<file path="src/rtl/core/cmi_pkg.sv">
// Shared types and fixed constants of the co-occurrence matrix and inertia block.
package cmi_pkg;

    // Fixed field widths of the ports
    localparam int PIXEL_BITS   = 8;
    localparam int CFG_BITS     = 4;
    localparam int BIN_OUT_BITS = 24;
    localparam int INERTIA_BITS = 48;

    // Request fields carried through the queue, sized for the widest level range
    localparam int REQ_ADDR_BITS = 2 * PIXEL_BITS;
    localparam int SQ_BITS       = 2 * PIXEL_BITS;

    // Queue geometry
    localparam int QUEUE_DEPTH    = 4;
    localparam int QUEUE_PTR_BITS = 2;
    localparam int QUEUE_CNT_BITS = 3;

    // Request kinds on the input
    localparam logic [1:0] KIND_PIXEL = 2'd0;
    localparam logic [1:0] KIND_READ  = 2'd1;
    localparam logic [1:0] KIND_CLEAR = 2'd2;

    // Operations handed from the front to the back
    localparam logic [1:0] OP_UPDATE = 2'd0;
    localparam logic [1:0] OP_READ   = 2'd1;
    localparam logic [1:0] OP_CLEAR  = 2'd2;

    // One queued operation for the back end
    typedef struct packed {
        logic [1:0]               op;
        logic [REQ_ADDR_BITS-1:0] addr;
        logic [SQ_BITS-1:0]       sq;
        logic                     oob;
    } cmi_req_t;

    // Status of the back end, watched by the checks at the top level
    typedef struct packed {
        logic sweep_active;
        logic stage2_valid;
        logic inertia_zero;
    } cmi_back_status_t;

endpackage

</file>
<file path="src/rtl/core/cmi_queue.sv">
// Short FIFO of operations between the front and back ends.
module cmi_queue (
    input  logic              clk,
    input  logic              rst_n,
    input  logic              push,
    input  cmi_pkg::cmi_req_t push_req,
    output logic              full,
    input  logic              pop,
    output logic              empty,
    output cmi_pkg::cmi_req_t head
);

    cmi_pkg::cmi_req_t                     store_reg [cmi_pkg::QUEUE_DEPTH];
    logic [cmi_pkg::QUEUE_PTR_BITS-1:0]    wr_ptr_reg;
    logic [cmi_pkg::QUEUE_PTR_BITS-1:0]    rd_ptr_reg;
    logic [cmi_pkg::QUEUE_CNT_BITS-1:0]    count_reg;
    logic [cmi_pkg::QUEUE_CNT_BITS-1:0]    count_next;

    assign full  = (count_reg == cmi_pkg::QUEUE_CNT_BITS'(cmi_pkg::QUEUE_DEPTH));
    assign empty = (count_reg == '0);
    assign head  = store_reg[rd_ptr_reg];

    // Occupancy follows the push and pop strobes
    always_comb
    begin
        count_next = count_reg;
        if (push && !pop)
        begin
            count_next = count_reg + cmi_pkg::QUEUE_CNT_BITS'(1);
        end
        else if (pop && !push)
        begin
            count_next = count_reg - cmi_pkg::QUEUE_CNT_BITS'(1);
        end
    end

    // Pointers and count
    always_ff @(posedge clk or negedge rst_n)
    begin
        if (!rst_n)
        begin
            wr_ptr_reg <= '0;
            rd_ptr_reg <= '0;
            count_reg  <= '0;
        end
        else
        begin
            if (push)
            begin
                wr_ptr_reg <= wr_ptr_reg + cmi_pkg::QUEUE_PTR_BITS'(1);
            end
            if (pop)
            begin
                rd_ptr_reg <= rd_ptr_reg + cmi_pkg::QUEUE_PTR_BITS'(1);
            end
            count_reg <= count_next;
        end
    end

    // Entry storage
    always_ff @(posedge clk)
    begin
        if (push)
        begin
            store_reg[wr_ptr_reg] <= push_req;
        end
    end

endmodule

</file>
<file path="config.mk">
export PLATFORM = sky130hd
export DESIGN_NAME = cmi_queue
export DESIGN_NICKNAME = d
export VERILOG_FILES = /design/src/rtl/core/cmi_pkg.sv /design/src/rtl/core/cmi_queue.sv
export SDC_FILE = /design/constraint.sdc
export NUM_CORES = 1
export LEC_CHECK = 0
export ABC_AREA = 1
export BUFFER_PORTS_ARGS = -buffer_cell sky130_fd_sc_hd__buf_2
export CAP_MARGIN = 10
export CELL_PAD_IN_SITES_DETAIL_PLACEMENT = 1
export CELL_PAD_IN_SITES_GLOBAL_PLACEMENT = 2
export CORE_MARGIN = 1
export CORE_UTILIZATION = 36
export DETAILED_ROUTE_END_ITERATION = 10
export PLACE_DENSITY_LB_ADDON = 0.1
export SYNTH_ARGS = -nofsm -noshare
export SYNTH_HDL_FRONTEND = slang
export SYNTH_SLANG_ARGS = --single-unit
</file>
<file path="constraint.sdc">
create_clock -name clk -period 1.8 [get_ports clk]
set_input_delay 0.36 -clock clk [delete_from_list [all_inputs] [get_ports clk]]
set_output_delay 0.36 -clock clk [all_outputs]
set_load 0.02 [all_outputs]
</file>
==> impl_results.md, run 1 <==
- Commonest non-fill, non-tap cells in the layout: edfxtp_1, nand2_1, inv_1, buf_2, o211ai_1
- Htree depth: 4
- Final HPWL from detailed placement: 7860 um
- Final clock skew: 7.80 ps
- Vias: between 3000 and 4000
- Starting density of the core: between 30% and 40%
- Largest family of logic cells by synthesized area: compound AO/OA/AOI/OAI gates
- Global Route met2 Usage: 26.6%
- Grt total ovfl: 0
- Mapped Avg Cell Area: roughly 13 sq um
- Sw Pwr: 4.64 mW
- Die X: ~130 um
- Adder-Cell Fraction of Synth Area: about 1.4%
- Die area: 17200 sq um
- Final Hold Viols: 0
- Synthesized cell area: ~6000 sq um
- Pint: roughly 8.4 mW
- Layout Nets: approximately 590
- VDD IR-drop max: between 0.0007 and 0.0008 V
- Root buf cell: clkbuf_16
- Worst min-delay path class: in -> reg
- Area delta synth->final: 22.5%
- Sequential power share: approximately 37%
- Pre-antenna DRT Iters: 4
- Met1 global-route usage: between 10% and 20%
- Crit start category: flip-flop
- Synth warnings: 0
- RSZ-0062 raised after global routing: true
- Synthesized net count: between 500 and 600
- Largest net degree at the start of global routing: 73
- DRC violations left: 0
- Worst slew pin tran: ~290 ps
- Critical Setup Path Class: reg -> out
- Relative slew slack: 80.9%
- CTS tree: yes
- Setup TNS: -6000 ps
- Max FFs per register: 140
- GRT Util Overall: 15.5%
- Synth Area in XOR/XNOR: less than 1%
- Vias in the first global route: 3652
- Max clock buf depth: 2
- Synth Area in Compound Gates: under 10%
- Failing checks: setup timing
- Vias per cell: 4.63
- LEAKAGE: between 2 and 3 nW
- Core ar.: 16100 sq um
- Clock sink total: about 150
- Seq/Total Area, Yosys: between 70% and 80%
- Logic pwr share: between 30 and 40%
- IO Pins: 76
- Hold WS: around 150 ps
- Final core occ: roughly 46%
- Sw frac: 35.7%
- Worst skew pair latency: 420 ps
- Postcts setup bufs: 0
- Synth Area in Simple Gates: under 10%
- Clock-pin slew on the worst setup and hold paths: about 60 ps
- Share of cells above drive strength 1: ~23%
- # rows: 46
- First-pass GRT wire length: between 15000 and 20000 um
- Commonest non-fill, non-tap cell in the layout: edfxtp_1
- Minimum clock period: 2010 ps
- GRT busiest layer: met2
- IO buf count: between 70 and 80
- Setup ws final: -212 ps
- CP endpoint kind: output pin
- Number of synthesized register bits: approximately 150
- Num CTS Buffers: 17
- Antenna-violating nets left: 0
- Maximum fanout along the worst path: 36
- GR Util met3: approximately 5.2%
- Max Cap Violations: 0
- Design Power: 13.0 mW
- Multiplexer share of the synthesized area: 0%
- Fmax: roughly 500 MHz
- Fin area: 7350 sq um
- Clock network fraction of design power: between 20% and 30%
- Critical Path RT: approximately 1400 ps
- Final-report max-slew violation count: 0
- Post-Synthesis Cells: ~460
- Status: finished, violations left
- Avg WL per Cell: about 17 um
- Global placement routability congestion: 0.713
- Die height: between 100 and 150 um
- Initial DRC count: 144
- Worst EP arrival: roughly 1700 ps
- Total Wirelength: ~13000 um
- DP Area: between 6000 and 7000 sq um
- Netlist cell types: 19
- Power Density: ~1800 nW/um^2
- Initial antenna violation count: 1
- # setup viols final: 35
- Share of the clock period used by the worst path: 112%
## metal layers
| metal | routed length (um) | vias to the layer above |
|---|---|---|
| met5 | 9 | - |
| met4 | 157 | 2 |
| met3 | 579 | 18 |
| met2 | 6440 | 64 |
| met1 | 5640 | 1750 |
| li1 | - | 1754 |
## stage by stage
step	setup slack [ps]	instances
finish	-212	775
global route	-294	774
CTS	-256	772
detailed placement	216	740
global placement	257	740
floorplan	47.0	456
## Yosys cell counts
master    count  share of area (%)
nor3_1        2               0.17
inv_1        81                5.1
xor2_1        3               0.44
nand4_1       1               0.10
xnor2_1       1               0.15
buf_2        10               0.83
buf_6        10                1.9
o211ai_1     68                8.5
dfrtp_1       7                2.9
inv_2         1              0.063
ha_1          5                1.0
fa_1          1               0.33
o21ai_1       1              0.083
clkbuf_1      1              0.063
buf_4         3               0.38
nand2_1     118                7.4
o211ai_2      2               0.42
nand3_1       1              0.083
edfxtp_1    140                 70
## final timing paths
path                               start          endpoint  slack (ps)  cells past startpoint
max                        rd_ptr_reg[0]          head[23]        -210                      4
min                         push_req[18]  store_reg[0][18]         150                      1
max reg2reg                wr_ptr_reg[1]  store_reg[1][22]         370                      5
min reg2reg                 count_reg[2]      count_reg[2]         510                      2
max in group asynchronous          rst_n     rd_ptr_reg[0]        1310                      2
min in group asynchronous          rst_n      count_reg[2]         300                      2
## power groups by stage
stage	combinational [mW]	clock, mW	sequential, mW
floorplan	3.17	0	4.71
global placement	4.58	0	4.77
detailed placement	4.65	0	4.79
CTS	4.70	3.55	4.73
global route	5.28	3.67	4.81
finish	4.79	3.46	4.75
## final cells by class
cell class / instances / area [sq um]
clock buffers: 22 / 444
inverters: 82 / 310
repair buffers: 95 / 684
clock inverters: 9 / 131
fillers: 1662 / 8710
well taps: 216 / 270
multi-input cells: 203 / 1120
flip-flops and latches: 147 / 4380
diodes: 1 / 2.50
## kinds of logic (layout without fill, tap and decap cells)
family,count (synthesis),after routing
AOI/OAI and AO/OA,71,71
xor gates and xnor gates,4,4
adders and majority gates,6,6
buffers and inverters,106,208
DFF,147,147
other,0,1
and+or+nand+nor,122,122
## worst max-delay path, stage by stage (launching register included)
cell,delay (ps)
dfrtp_4,560
buf_16,210
o211ai_1,190
nand2_1,100
buf_2,170
## what timing repair did
item,4_1_cts,5_1_grt
endpoints found under the setup margin,35,35
hold buffers,1,0
resized for setup,2,9
pin swaps,1,2
cloned,0,2
endpoints found under the hold margin,7,0
No activity file was read; power rests on OpenSTA's default activity.
==> inputs of run 2 (changes only) <==
--- a/config.mk
+++ b/config.mk
@@ -12,6 +12,7 @@
 export CELL_PAD_IN_SITES_GLOBAL_PLACEMENT = 2
 export CORE_MARGIN = 1
 export CORE_UTILIZATION = 36
+export CTS_BUF_LIST = sky130_fd_sc_hd__clkbuf_4 sky130_fd_sc_hd__clkbuf_8 sky130_fd_sc_hd__clkbuf_16
 export DETAILED_ROUTE_END_ITERATION = 10
 export PLACE_DENSITY_LB_ADDON = 0.1
 export SYNTH_ARGS = -nofsm -noshare
==> run 2 against run 1 <==
The flow still finishes with violations (setup timing). Die area is the same. Clock skew decreased by 0.59 ps. Cell count fell by 0.26%. Register-to-register slack is essentially flat. Critical path depth unchanged.
==> impl_results.md, run 2 (synthesis results as in run 1) <==
- Num CTS Buffers: 17 (unchanged)
- # setup viols final: 35 (unchanged)
- Fillers: 1658 (-0.24%)
- RSZ-0062 raised after global routing: true
- Final HPWL from detailed placement: 7860 um (unchanged)
- Minimum clock period: 2030 ps (+14.9 ps)
- Area delta synth->final: 22.9%
- Failing checks: setup timing
- Antenna-violating nets left: 0 (unchanged)
- Commonest non-fill, non-tap cell in the layout: edfxtp_1
- Die area: 17200 sq um (unchanged)
- Starting density of the core: 37.4% (unchanged)
- Root buf cell: clkbuf_16
- Avg WL per Cell: 16.4 um (-1.2%)
- Max stage delay on crit path: 550 ps (about the same)
- CP endpoint kind: output pin
- CP max stage cell: dfrtp_4
- Setup ws final: -227 ps (-14.9 ps)
- Htree depth: 4 (unchanged)
- Worst EP arrival: 1670 ps (+20 ps)
- Buf/Inv on CP: 2 (unchanged)
- Maximum fanout along the worst path: 16 (-56%)
- Crit start category: flip-flop
- Status: finished, violations left
- Max Cap Violations: 0 (unchanged)
- Vias: 3591 (+0.084%)
- CTS tree: yes
- IO Pins: 76 (unchanged)
- Critical Path RT: 1440 ps (about the same)
- Grt total ovfl: 0 (unchanged)
- Largest net degree at the start of global routing: 73 (unchanged)
- VDD IR-drop max: 0.000751 V (-0.30%)
- IO buf count: 75 (unchanged)
- GRT Util Overall: 15.6% (+0.098 points)
- First-pass GRT wire length: 18900 um (+0.37%)
- Postcts setup bufs: 0 (unchanged)
- Max FFs per register: 140 (unchanged)
- Final clock skew: 7.21 ps (-0.586 ps)
- Fmax: 493 MHz (-0.74%)
- Initial DRC count: 150 (+4.2%)
- Power Density: 1780 nW/um^2 (+0.30%)
- Vias in the first global route: 3647 (-0.14%)
- Pre-antenna DRT Iters: 4 (unchanged)
- Clock sink total: 147 (unchanged)
- DRC violations left: 0 (unchanged)
- Share of the clock period used by the worst path: 113% (+0.83 points)
- Top cell family by delay on the critical path: flip-flops
- Placement Setup Slack: 216 ps (unchanged)
- LEAKAGE: 3.01 nW (+0.56%)
- Core ar.: 16100 sq um (unchanged)
- Worst skew pair latency: 420 ps (about the same)
- Global placement routability congestion: 0.713 (unchanged)
- Total Wirelength: 12600 um (-1.4%)
- Die X: 131 um (unchanged)
- Commonest non-fill, non-tap cells in the layout: edfxtp_1, nand2_1, inv_1, buf_2, o211ai_1
- Vias per cell: 4.65 (+0.34%)
- Clock-pin slew on the worst setup and hold paths: 60 ps (about the same)
- Initial antenna violation count: 1 (unchanged)
- # placed instances: 740 (unchanged)
- N_diodes: 0 (-1)
- Worst min-delay path class: in -> reg
- Relative slew slack: 81.3% (+0.42 points)
- # rows: 46 (unchanged)
- Critical Setup Path Class: reg -> out
- Final-report max-slew violation count: 0 (unchanged)
- Max clock buf depth: 2 (unchanged)
- Critical-path cell list: buf_4 > o211ai_1 > nand2_1 > buf_2
- Final Hold Viols: 0 (unchanged)
- Share of cells above drive strength 1: 23.7% (+0.76 points)
- Post-Layout Cell Count: 773 (-0.26%)
- Worst slew pin tran: 280 ps (-6.28 ps)
- Die height: 131 um (unchanged)
- Layout Nets: 590 (-0.17%)
==> run 2: cell count changes in the layout (fill, tap and decap cells not counted), sizes merged <==
cell and change:
buf -1, diode -1
==> run 2: final cells by class <==
| cell class | instances | area [sq um] | area share (%) |
|---|---|---|---|
| Clock buffer | 22 | 463 | 6.28 |
| Clock inverter | 9 | 131 | 1.78 |
| Inverter | 82 | 310 | 4.21 |
| Multi-Input combinational cell | 203 | 1120 | 15.2 |
| Sequential cell | 147 | 4380 | 59.5 |
| Tap cell | 216 | 270 | 3.67 |
| Timing Repair Buffer | 94 | 691 | 9.37 |
==> run 2: timing repair <==
item | in CTS | in global routing
setup endpoints to repair | 35 | 35
resized for setup | 2 | 15
pin swaps | 3 | 1
cloned | 0 | 1
hold buffers | 1 | 0
endpoints found under the hold margin | 7 | 0
==> run 2: worst paths after layout <==
check | start | endpoint | slack [ps] | cells after the start
setup / recovery | rd_ptr_reg[0] | head[30] | -230 | 4
hold / removal | push_req[18] | store_reg[0][18] | 150 | 1
setup reg to reg | wr_ptr_reg[1] | store_reg[1][22] | 380 | 5
hold reg to reg | count_reg[2] | count_reg[2] | 510 | 2
max in group asynchronous | rst_n | rd_ptr_reg[0] | 1310 | 2
min in group asynchronous | rst_n | count_reg[2] | 300 | 2
==> run 2: power by group <==
| part | switching [mW] | total, mW | leakage (nW) | internal (mW) |
|---|---|---|---|---|
| clock network | 1.29 | 3.54 | 0.289 | 2.24 |
| registers | 0.254 | 4.75 | 1.37 | 4.50 |
| logic | 3.07 | 4.80 | 1.35 | 1.73 |
==> run 2: per-layer routing <==
layer	vias to the layer above	track usage, %	share of wire [%]
met5	-	0	0.071
met4	2	5.27	1.2
met3	17	5.24	4.3
met2	63	26.7	51
met1	1756	18.3	44
li1	1753	-	-
==> run 2: worst reg2reg max path: stages (launching register included) <==
cell,delay [ps]
dfrtp_1,390
inv_1,120
ha_1,160
nand2_1,60
inv_2,80
buf_4,290
==> run 2: metrics by stage <==
| stage | hold WS [ps] | TNS [ps] | power (mW) | util [%] | instance area, sq um |
|---|---|---|---|---|---|
| finish | 153 | -6130 | 13.1 | 45.9 | 7370 |
| global route | 139 | -8960 | 13.9 | 45.9 | 7370 |
| CTS | 129 | -6290 | 13.1 | 45.4 | 7300 |
| detailed placement | 213 | 0 | 9.45 | 41.6 | 6690 |
| global placement | 215 | 0 | 9.35 | 41.6 | 6690 |
| floorplan | 64.4 | 0 | 7.88 | - | 6000 |
