`src/rtl/core/cmi_pkg.sv`:
```
// Shared types and fixed constants of the co-occurrence matrix and inertia block.
package cmi_pkg;

    // Fixed field widths of the ports
    localparam int PIXEL_BITS   = 8;
    localparam int CFG_BITS     = 4;
    localparam int BIN_OUT_BITS = 24;
    localparam int INERTIA_BITS = 48;

    // Request fields carried through the queue, sized for the widest level range
    localparam int REQ_ADDR_BITS = 2 * PIXEL_BITS;
    localparam int SQ_BITS       = 2 * PIXEL_BITS;

    // Queue geometry
    localparam int QUEUE_DEPTH    = 4;
    localparam int QUEUE_PTR_BITS = 2;
    localparam int QUEUE_CNT_BITS = 3;

    // Request kinds on the input
    localparam logic [1:0] KIND_PIXEL = 2'd0;
    localparam logic [1:0] KIND_READ  = 2'd1;
    localparam logic [1:0] KIND_CLEAR = 2'd2;

    // Operations handed from the front to the back
    localparam logic [1:0] OP_UPDATE = 2'd0;
    localparam logic [1:0] OP_READ   = 2'd1;
    localparam logic [1:0] OP_CLEAR  = 2'd2;

    // One queued operation for the back end
    typedef struct packed {
        logic [1:0]               op;
        logic [REQ_ADDR_BITS-1:0] addr;
        logic [SQ_BITS-1:0]       sq;
        logic                     oob;
    } cmi_req_t;

    // Status of the back end, watched by the checks at the top level
    typedef struct packed {
        logic sweep_active;
        logic stage2_valid;
        logic inertia_zero;
    } cmi_back_status_t;

endpackage

```
`src/rtl/core/cmi_front.sv`:
```
// Front end: takes requests, keeps the row history and forms bin updates and reads.
module cmi_front #(
    parameter int LEVELS     = 256,
    parameter int OFFSET_MAX = 8
) (
    input  logic                               clk,
    input  logic                               rst_n,
    input  logic                               cfg_wr_en,
    input  logic [cmi_pkg::CFG_BITS-1:0]       cfg_wr_data,
    input  logic                               accept,
    input  logic [1:0]                         kind,
    input  logic [cmi_pkg::PIXEL_BITS-1:0]     pixel,
    input  logic                               row_start,
    input  logic [cmi_pkg::PIXEL_BITS-1:0]     read_first,
    input  logic [cmi_pkg::PIXEL_BITS-1:0]     read_second,
    output logic                               push,
    output cmi_pkg::cmi_req_t                  push_req
);

    localparam int LB        = (LEVELS > 1) ? $clog2(LEVELS) : 1;
    localparam int POS_BITS  = $clog2(OFFSET_MAX + 1);
    localparam int OFF_BITS  = POS_BITS;
    localparam int CW        = (OFF_BITS > cmi_pkg::CFG_BITS) ? OFF_BITS : cmi_pkg::CFG_BITS;
    localparam int HIDX_BITS = (OFFSET_MAX > 1) ? $clog2(OFFSET_MAX) : 1;
    localparam int EXT_BITS  = cmi_pkg::PIXEL_BITS + 1;

    logic [cmi_pkg::CFG_BITS-1:0] pair_offset_reg;
    logic [LB-1:0]                hist_reg [OFFSET_MAX];
    logic [POS_BITS-1:0]          pos_reg;
    logic [POS_BITS-1:0]          pos_next;

    logic [CW-1:0]        off_ext;
    logic [CW-1:0]        eff_off;
    logic [CW-1:0]        hidx_full;
    logic [HIDX_BITS-1:0] hidx;
    logic [POS_BITS-1:0]  pos_eff;
    logic                 pair;
    logic [LB-1:0]        level;
    logic [LB-1:0]        earlier;
    logic [LB-1:0]        diff;
    logic [2*LB-1:0]      sq;
    logic                 first_oob;
    logic                 second_oob;

    // Configuration register
    always_ff @(posedge clk or negedge rst_n)
    begin
        if (!rst_n)
        begin
            pair_offset_reg <= cmi_pkg::CFG_BITS'(1);
        end
        else if (cfg_wr_en)
        begin
            pair_offset_reg <= cfg_wr_data;
        end
    end

    // Offset clamped into the range the history can serve
    always_comb
    begin
        off_ext = CW'(pair_offset_reg);
        if (off_ext == CW'(0))
        begin
            eff_off = CW'(1);
        end
        else if (off_ext > CW'(OFFSET_MAX))
        begin
            eff_off = CW'(OFFSET_MAX);
        end
        else
        begin
            eff_off = off_ext;
        end
        hidx_full = eff_off - CW'(1);
        hidx      = hidx_full[HIDX_BITS-1:0];
    end

    // Pixel level, pairing and squared difference
    always_comb
    begin
        if (EXT_BITS'(pixel) >= EXT_BITS'(LEVELS))
        begin
            level = LB'(LEVELS - 1);
        end
        else
        begin
            level = pixel[LB-1:0];
        end
        pos_eff = row_start ? POS_BITS'(0) : pos_reg;
        pair    = (CW'(pos_eff) >= eff_off);
        earlier = hist_reg[hidx];
        diff    = (earlier > level) ? (earlier - level) : (level - earlier);
        sq      = (2*LB)'(diff) * (2*LB)'(diff);
        if (pos_eff < POS_BITS'(OFFSET_MAX))
        begin
            pos_next = pos_eff + POS_BITS'(1);
        end
        else
        begin
            pos_next = pos_eff;
        end
        first_oob  = (EXT_BITS'(read_first) >= EXT_BITS'(LEVELS));
        second_oob = (EXT_BITS'(read_second) >= EXT_BITS'(LEVELS));
    end

    // Classify the accepted request into a queue entry
    always_comb
    begin
        push          = 1'b0;
        push_req.op   = cmi_pkg::OP_UPDATE;
        push_req.addr = cmi_pkg::REQ_ADDR_BITS'({earlier, level});
        push_req.sq   = cmi_pkg::SQ_BITS'(sq);
        push_req.oob  = 1'b0;
        unique case (kind)
            cmi_pkg::KIND_PIXEL:
            begin
                push = accept && pair;
            end
            cmi_pkg::KIND_READ:
            begin
                push          = accept;
                push_req.op   = cmi_pkg::OP_READ;
                push_req.addr = cmi_pkg::REQ_ADDR_BITS'({read_first[LB-1:0],
                                                         read_second[LB-1:0]});
                push_req.oob  = first_oob || second_oob;
            end
            cmi_pkg::KIND_CLEAR:
            begin
                push        = accept;
                push_req.op = cmi_pkg::OP_CLEAR;
            end
            default:
            begin
                push = 1'b0;
            end
        endcase
    end

    // Row history and position move on every accepted pixel
    always_ff @(posedge clk or negedge rst_n)
    begin
        if (!rst_n)
        begin
            pos_reg <= '0;
            for (int i = 0; i < OFFSET_MAX; i++)
            begin
                hist_reg[i] <= '0;
            end
        end
        else if (accept && (kind == cmi_pkg::KIND_PIXEL))
        begin
            pos_reg     <= pos_next;
            hist_reg[0] <= level;
            for (int i = 1; i < OFFSET_MAX; i++)
            begin
                hist_reg[i] <= hist_reg[i-1];
            end
        end
    end

endmodule

```
`config.mk`:
```
export PLATFORM = sky130hd
export DESIGN_NAME = cmi_front
export DESIGN_NICKNAME = d
export VERILOG_FILES = /design/src/rtl/core/cmi_pkg.sv /design/src/rtl/core/cmi_front.sv
export SDC_FILE = /design/constraint.sdc
export NUM_CORES = 1
export LEC_CHECK = 0
export BUFFER_PORTS_ARGS = -buffer_cell sky130_fd_sc_hd__buf_2
export CORE_UTILIZATION = 27
export DETAILED_ROUTE_END_ITERATION = 12
export HOLD_SLACK_MARGIN = 0.12
export SLEW_MARGIN = 5
export SYNTH_ARGS = -nofsm -noshare
export SYNTH_HDL_FRONTEND = slang
export SYNTH_SLANG_ARGS = --single-unit
export TNS_END_PERCENT = 1
```
`constraint.sdc`:
```
create_clock -name clk -period 10.5 [get_ports clk]
set_clock_uncertainty 0.1 [all_clocks]
set_input_delay 0 -clock clk [delete_from_list [all_inputs] [get_ports clk]]
set_output_delay 0 -clock clk [all_outputs]
set_load 0.01 [all_outputs]
```
==> results.py, run 1 <==
metrics = {
    "clock_network": {
        "cts.sinks": 72,
        "clk_latency_ns": 0.33,
        "clockBufferDepth": 2,
        "cts_tree": "done",
        "cts_buffers": 9,
        "cts_htree_levels": 3,
        "cts_root_buffer": "clkbuf_16",
        "path_clk_slew_ns": 0.06,
    },
    "floorplanning": {
        "die_h_um": 151,
        "num_rows": 54,
        "die-area_sq_um": 22800,
        "io_pins": 71,
        "coreArea_sq_um": 21800,
        "dieWidth_um": 151,
        "start_util_pct": 27.5,
    },
    "sta": {
        "fin_crit_sh_pct": 86.6,
        "worst_pin_slew_ns": 1.07,
        "maxSlewViolCount": 0,
        "min_period_ns": 9.09,
        "hold_viol_final": 0,
        "finalSetupTns_ns": 0,
        "relSlewSlack_pct": 28.2,
        "max_freq_mhz": 110,
        "finalSetupViolCount": 0,
        "rsz0062_at_grt": "no",
    },
    "logic_synthesis": {
        "netlist_top_cells_count": "71 x dfrtp_1, 69 x mux2_2, 67 x inv_1",
        "yosysMostFrequentCell": "dfrtp_1",
        "yosysWarningCount": 0,
        "ys_types": 60,
        "netlist_area_sq_um": 6010,
        "yosysTopAreaCell": "dfrtp_1",
        "ys_seq_area_share_pct": 30.0,
        "ys_async_sr_fraction_pct": 100,
        "synth-edff-count": 0,
        "ys.flop_type": "dfrtp_1",
        "synth_cells": 558,
        "synth_area_per_cell_sq_um": 10.8,
        "synth_top_area_share_pct": 29.6,
        "ys_ff_latch": 72,
        "yosys-top-cells-area": "dfrtp_1 30%, mux2_2 13%, ha_1 12%",
    },
    "global_route": {
        "grt_pass1_wl_mm": 20.8,
        "grtUsageTotal_pct": 11.7,
        "grt_pass1_vias": 4182,
        "grt_start_max_net_pins": 73,
        "grt_overflow_total": 0,
        "antenna_found_initial": 0,
    },
    "worst_hold_path": {
        "min_from": "read_second[5]",
        "min_to": "push_req[22]",
        "min_path_type": "primary input to output pin",
        "hold_depth": 4,
    },
    "routing": {
        "drt_iter0_drc": 175,
        "wirelength_mm": 12.3,
        "drt-met1-wl_mm": 5.69,
        "dr.pass1.iters": 6,
        "dr_wl_met2_mm": 6.08,
        "top_layer": "met4",
        "wl_met3_um": 289,
        "viasPerCell": 4.54,
        "wl_per_cell_um": 13.3,
        "vias": 4202,
        "ant_nets": 0,
        "drc": 0,
    },
    "worst_setup_path": {
        "crit_path_start_kind": "register",
        "worstPathArrival_ns": 8.99,
        "required_ns": 10.40,
        "r2r_cells": 2,
        "worst-setup-path-type": "register to output pin",
        "r2r-end": "off_ext[2]",
        "cpMostUsedCell": "fa_1",
        "crit_path_end_kind": "output pin",
        "crit-reg2reg-launch": "off_ext[2]",
        "crit_fanout": 18,
        "critical_path.max_stage_delay_ns": 0.79,
        "r2r_slack_ns": 9.07,
        "critPathSlowestCell": "ha_1",
    },
    "status": {
        "status": "completed",
    },
    "final_layout": {
        "antenna_cells": 0,
        "nNetsFinal": 759,
        "drive_above_1_share_pct": 29.6,
        "final_core_util_pct": 32.5,
        "area_delta_synth_final_pct": 18.1,
        "largest_reg_flops": 64,
    },
    "placed_design": {
        "globalplace.congestion": 0.803,
        "port_buffers": 68,
        "dpl.hpwl_mm": 9.62,
    },
    "flow_run": {
        "max_cap_violations": 0,
    },
}
kinds of logic after synthesis:
group                    after synthesis  share of synthesized area, %
buffers and inverters                 88                          5.79
XOR/XNOR                              25                          4.27
flip-flops                            72                          30.0
AO/OA/AOI/OAI                         79                          8.67
multiplexers                          99                          21.5
AND/OR/NAND/NOR                      111                          9.31
adder cells (fa/ha/maj)               83                          20.4
other                                  1                        0.0624
layout make-up:
cell class	instances	area [sq um]
Timing Repair Buffer	90	553
Multi-Input combinational cell	399	3860
Clock inverter	4	20.0
Inverter	69	259
Sequential cell	72	1800
Clock buffer	12	246
Fill cell	2200	14700
Tap cell	280	350
metrics by stage:
| stage | setup WS, ns | instance area (sq um) | hold WS, ns | instances |
|---|---|---|---|---|
| 3_5_place_dp | 1.72 | 6640 | 0.126 | 891 |
| 5_1_grt | 0.762 | 7090 | 0.226 | 926 |
| 4_1_cts | 1.34 | 7090 | 0.195 | 926 |
| 6_report | 1.41 | 7090 | 0.190 | 926 |
| 3_3_place_gp | 1.86 | 6640 | 0.120 | 891 |
| 2_1_floorplan | 2.19 | 6010 | -0.396 | 559 |
placed cells by master, fill, tap and decap left out, drive strengths merged, types with 2 or more instances in the layout:
master       Yosys  routed
mux2i           14      14
o21bai           4       4
or3              2       2
nand2           29      29
dfrtp           71      71
nand2b          11      11
and2             4       4
a21o             6       6
xor2            12      12
o21ai           25      25
a31oi            2       2
inv             69      69
or4b             2       2
ha              58      58
o211ai           4       4
and3             2       2
nor3             3       3
nand4            3       3
xnor2           13      13
clkbuf           9      12
conb             1       2
a211oi           2       2
nand3            4       4
fa              25      25
nor2b            5       5
buf             10      71
nor2            37      37
mux4            16      16
o32a             2       2
o21a             3       3
clkinv           0       4
dlygate4sd3      0      19
or2              6       6
o311ai           2       2
a21oi           21      21
mux2            69      69
worst max-delay path: cells and delay by family, from the launching register on:
kind                     cells  cell delay (ns)
buffers and inverters        6             0.80
multiplexers                 3             1.23
adder cells (fa/ha/maj)      7             3.63
XOR/XNOR                     2             0.61
flip-flops                   1             0.52
AO/OA/AOI/OAI                5             1.05
AND/OR/NAND/NOR              7             0.82
worst max path at each step:
stage               start      endpoint  slack [ns]  depth (start not counted)
2_1_floorplan  off_ext[0]  push_req[16]        2.19                         32
3_3_place_gp   off_ext[0]  push_req[14]        1.86                         30
3_5_place_dp   off_ext[0]  push_req[16]        1.72                         30
4_1_cts        off_ext[0]  push_req[16]        1.34                         30
5_1_grt        off_ext[0]  push_req[16]        0.76                         30
6_report       off_ext[0]  push_req[16]        1.41                         30
repair_timing:
action / CTS / global route
gates resized for setup: 0 / 0
endpoints found under the hold margin: 86 / 0
buffers inserted: 0 / 0
hold buffers: 19 / 0
layer usage:
layer / track usage, % / vias to the layer above
met5: 0 / -
met4: 4.55 / 0
met3: 1.30 / 18
met2: 20.0 / 56
met1: 15.0 / 2049
li1: - / 2079
Power of run 1 is left out: the tool's default activity adds up to more than one toggle a clock period on the data nets, which glitch-free logic cannot reach.
==> run 2: changes to the inputs <==
--- a/config.mk
+++ b/config.mk
@@ -5,6 +5,7 @@
 export SDC_FILE = /design/constraint.sdc
 export NUM_CORES = 1
 export LEC_CHECK = 0
+export ABC_AREA = 1
 export BUFFER_PORTS_ARGS = -buffer_cell sky130_fd_sc_hd__buf_2
 export CORE_UTILIZATION = 27
 export DETAILED_ROUTE_END_ITERATION = 12
==> run 2 against run 1 <==
Against the previous run:
- non-clock buffer count is 3 higher
- global-route usage rose by 0.64 points
- register-to-register slack hardly changed
- the flow now finishes with violations (design-rule violations)
- largest cell class unchanged
- first-iteration DRC count is 120% higher
- synthesized area up 2.1%
- hold slack worse by 0.0072 ns
- fmax grew 9.0%
- synthesized cell count is 42% higher
- cell count increased by 25%
- core utilization is 0.38 points higher
- routed wire length up 10%
==> results.py, run 2 <==
metrics = {
    "final_layout": {
        "nNetsFinal": 988,
        "multi_input_area_sq_um": 3690,
        "seqCellArea_sq_um": 1800,
        "nFillCells": 2334,
        "mostFrequentLayoutCells": "139 x nand2_1, 128 x inv_1, 105 x o21ai_0",
        "area_delta_synth_final_pct": 18.1,
        "mostFrequentLayoutCell": "nand2_1",
        "drive_above_1_share_pct": 14.4,
        "antenna_cells": 0,
        "largest_reg_flops": 64,
        "stdcell_area_sq_um": 7240,
    },
    "logic_synthesis": {
        "netlist_top_cells_count": "140 x nand2_1, 128 x inv_1, 105 x o21ai_0",
        "synth_cells": 795,
        "synth-edff-count": 0,
        "netlist_area_sq_um": 6130,
        "ys_ff_latch": 72,
        "yosys-top-cells-area": "dfrtp_1 29%, ha_1 12%, nand2_1 8.6%",
        "ys_types": 41,
        "synth_area_per_cell_sq_um": 7.71,
        "yosysWarningCount": 0,
        "yosysMostFrequentCell": "nand2_1",
        "ys_async_sr_fraction_pct": 100,
        "ys_seq_area_share_pct": 29.4,
        "synth_top_area_share_pct": 29.0,
        "ys.flop_type": "dfrtp_1",
        "yosysTopAreaCell": "dfrtp_1",
    },
    "worst_setup_path": {
        "crit_fanout": 58,
        "required_ns": 10.40,
        "crit-reg2reg-launch": "off_ext[2]",
        "cpMostUsedCell": "nand2_1",
        "critical_path.max_stage_delay_ns": 0.77,
        "worst-setup-path-type": "register to output pin",
        "r2r_cells": 2,
        "worstPathArrival_ns": 8.25,
        "critPathSlowestCell": "ha_1",
        "r2r_slack_ns": 9.06,
        "crit_path_start_kind": "register",
        "r2r-end": "off_ext[2]",
        "crit_path_end_kind": "output pin",
    },
    "routing": {
        "wirelength_mm": 13.6,
        "vias": 5133,
        "ant_nets": 0,
        "wl_per_cell_um": 11.8,
        "drt_iter0_drc": 379,
        "drc": 5,
        "viasPerCell": 4.44,
        "dr.pass1.iters": 9,
    },
    "global_route": {
        "grtUsageTotal_pct": 12.3,
        "grt_pass1_wl_mm": 23.4,
        "grt_pass1_vias": 4806,
        "grt_overflow_total": 0,
        "antenna_found_initial": 0,
        "grt_start_max_net_pins": 91,
    },
    "placed_design": {
        "globalplace.congestion": 0.845,
        "dpl.hpwl_mm": 10.2,
        "port_buffers": 68,
        "place_area_sq_um": 6720,
    },
    "floorplanning": {
        "start_util_pct": 27.8,
        "dieWidth_um": 153,
        "die-area_sq_um": 23300,
        "coreArea_sq_um": 22000,
        "io_pins": 71,
        "num_rows": 54,
        "die_h_um": 153,
    },
    "status": {
        "failed_checks": "design-rule violations",
        "status": "finished, violations left",
    },
    "worst_hold_path": {
        "min_to": "push_req[31]",
        "hold_depth": 4,
        "min_from": "read_first[6]",
        "min_path_type": "primary input to output pin",
    },
    "clock_network": {
        "cts_root_buffer": "clkbuf_16",
        "cts_htree_levels": 3,
        "clockBufferDepth": 2,
        "path_clk_slew_ns": 0.05,
        "postCtsSetupBuffers": 0,
        "cts_buffers": 9,
        "clk_latency_ns": 0.33,
        "cts.sinks": 72,
        "cts_tree": "done",
        "post_cts_resized": 0,
    },
    "sta": {
        "finalSetupTns_ns": 0,
        "rsz0062_at_grt": "no",
        "min_period_ns": 8.35,
        "fin_crit_sh_pct": 79.5,
        "finalSetupViolCount": 0,
        "maxSlewViolCount": 0,
        "hold_viol_final": 0,
        "relSlewSlack_pct": 21.1,
        "worst_pin_slew_ns": 1.18,
        "max_freq_mhz": 120,
    },
    "flow_run": {
        "max_cap_violations": 0,
    },
}
-- run 2: layout make-up --
cell class / instances / share of cell area (%)
multi-input cells: 561 / 51.0
flip-flops and latches: 72 / 24.9
repair buffers: 93 / 8.05
inverters: 133 / 7.00
well taps: 280 / 4.84
clock buffers: 11 / 3.49
clock inverters: 5 / 0.760
-- run 2: how the worst max path moves through the flow --
| stage | start | end | slack, ns |
|---|---|---|---|
| after floorplan | off_ext[0] | push_req[16] | 3.60 |
| after global placement | off_ext[0] | push_req[16] | 2.55 |
| after detailed placement | off_ext[0] | push_req[16] | 2.55 |
| after CTS | off_ext[0] | push_req[16] | 2.16 |
| after global routing | off_ext[0] | push_req[16] | 1.39 |
| final | off_ext[0] | push_req[16] | 2.15 |
-- run 2: metrics by stage --
step                instances  hold slack (ns)  util (%)  setup WS (ns)
floorplan                 796           -0.396         -           3.60
CTS                      1155            0.184      32.9           2.16
global placement         1117            0.115      30.5           2.55
global route             1155            0.194      32.9           1.39
detailed placement       1117            0.120      30.5           2.55
finish                   1155            0.183      32.9           2.15
-- run 2: repair_timing --
action	4_1_cts	5_1_grt
setup endpoints to repair	0	0
hold endpoints to repair	89	0
hold buffers	22	0
-- run 2: cells by family after synthesis --
group | share of synthesized area [%]
DFF | 29.4
muxes | 1.29
buffers and inverters | 10.6
AOI/OAI and AO/OA | 15.4
other | 0.0611
adders and majority gates | 20.0
xor gates and xnor gates | 3.86
and+or+nand+nor | 19.4
-- run 2: layer usage --
| layer | vias to the layer above | GRT usage (%) | routed length (um) |
|---|---|---|---|
| met5 | - | 0 | 0 |
| met1 | 2350 | 18.1 | 7080 |
| li1 | 2668 | - | - |
| met3 | 9 | 1.79 | 565 |
| met4 | 0 | 2.89 | 120 |
| met2 | 106 | 18.8 | 5830 |
-- run 2: worst max-delay path, delay by kind of cell (launching register included) --
family	cells	cell delay, ns
xor gates and xnor gates	1	0.12
and+or+nand+nor	12	1.23
buffers and inverters	8	1.29
adders and majority gates	7	3.55
AOI/OAI and AO/OA	6	1.21
DFF	1	0.51
Power of run 2 is left out for the same reason.
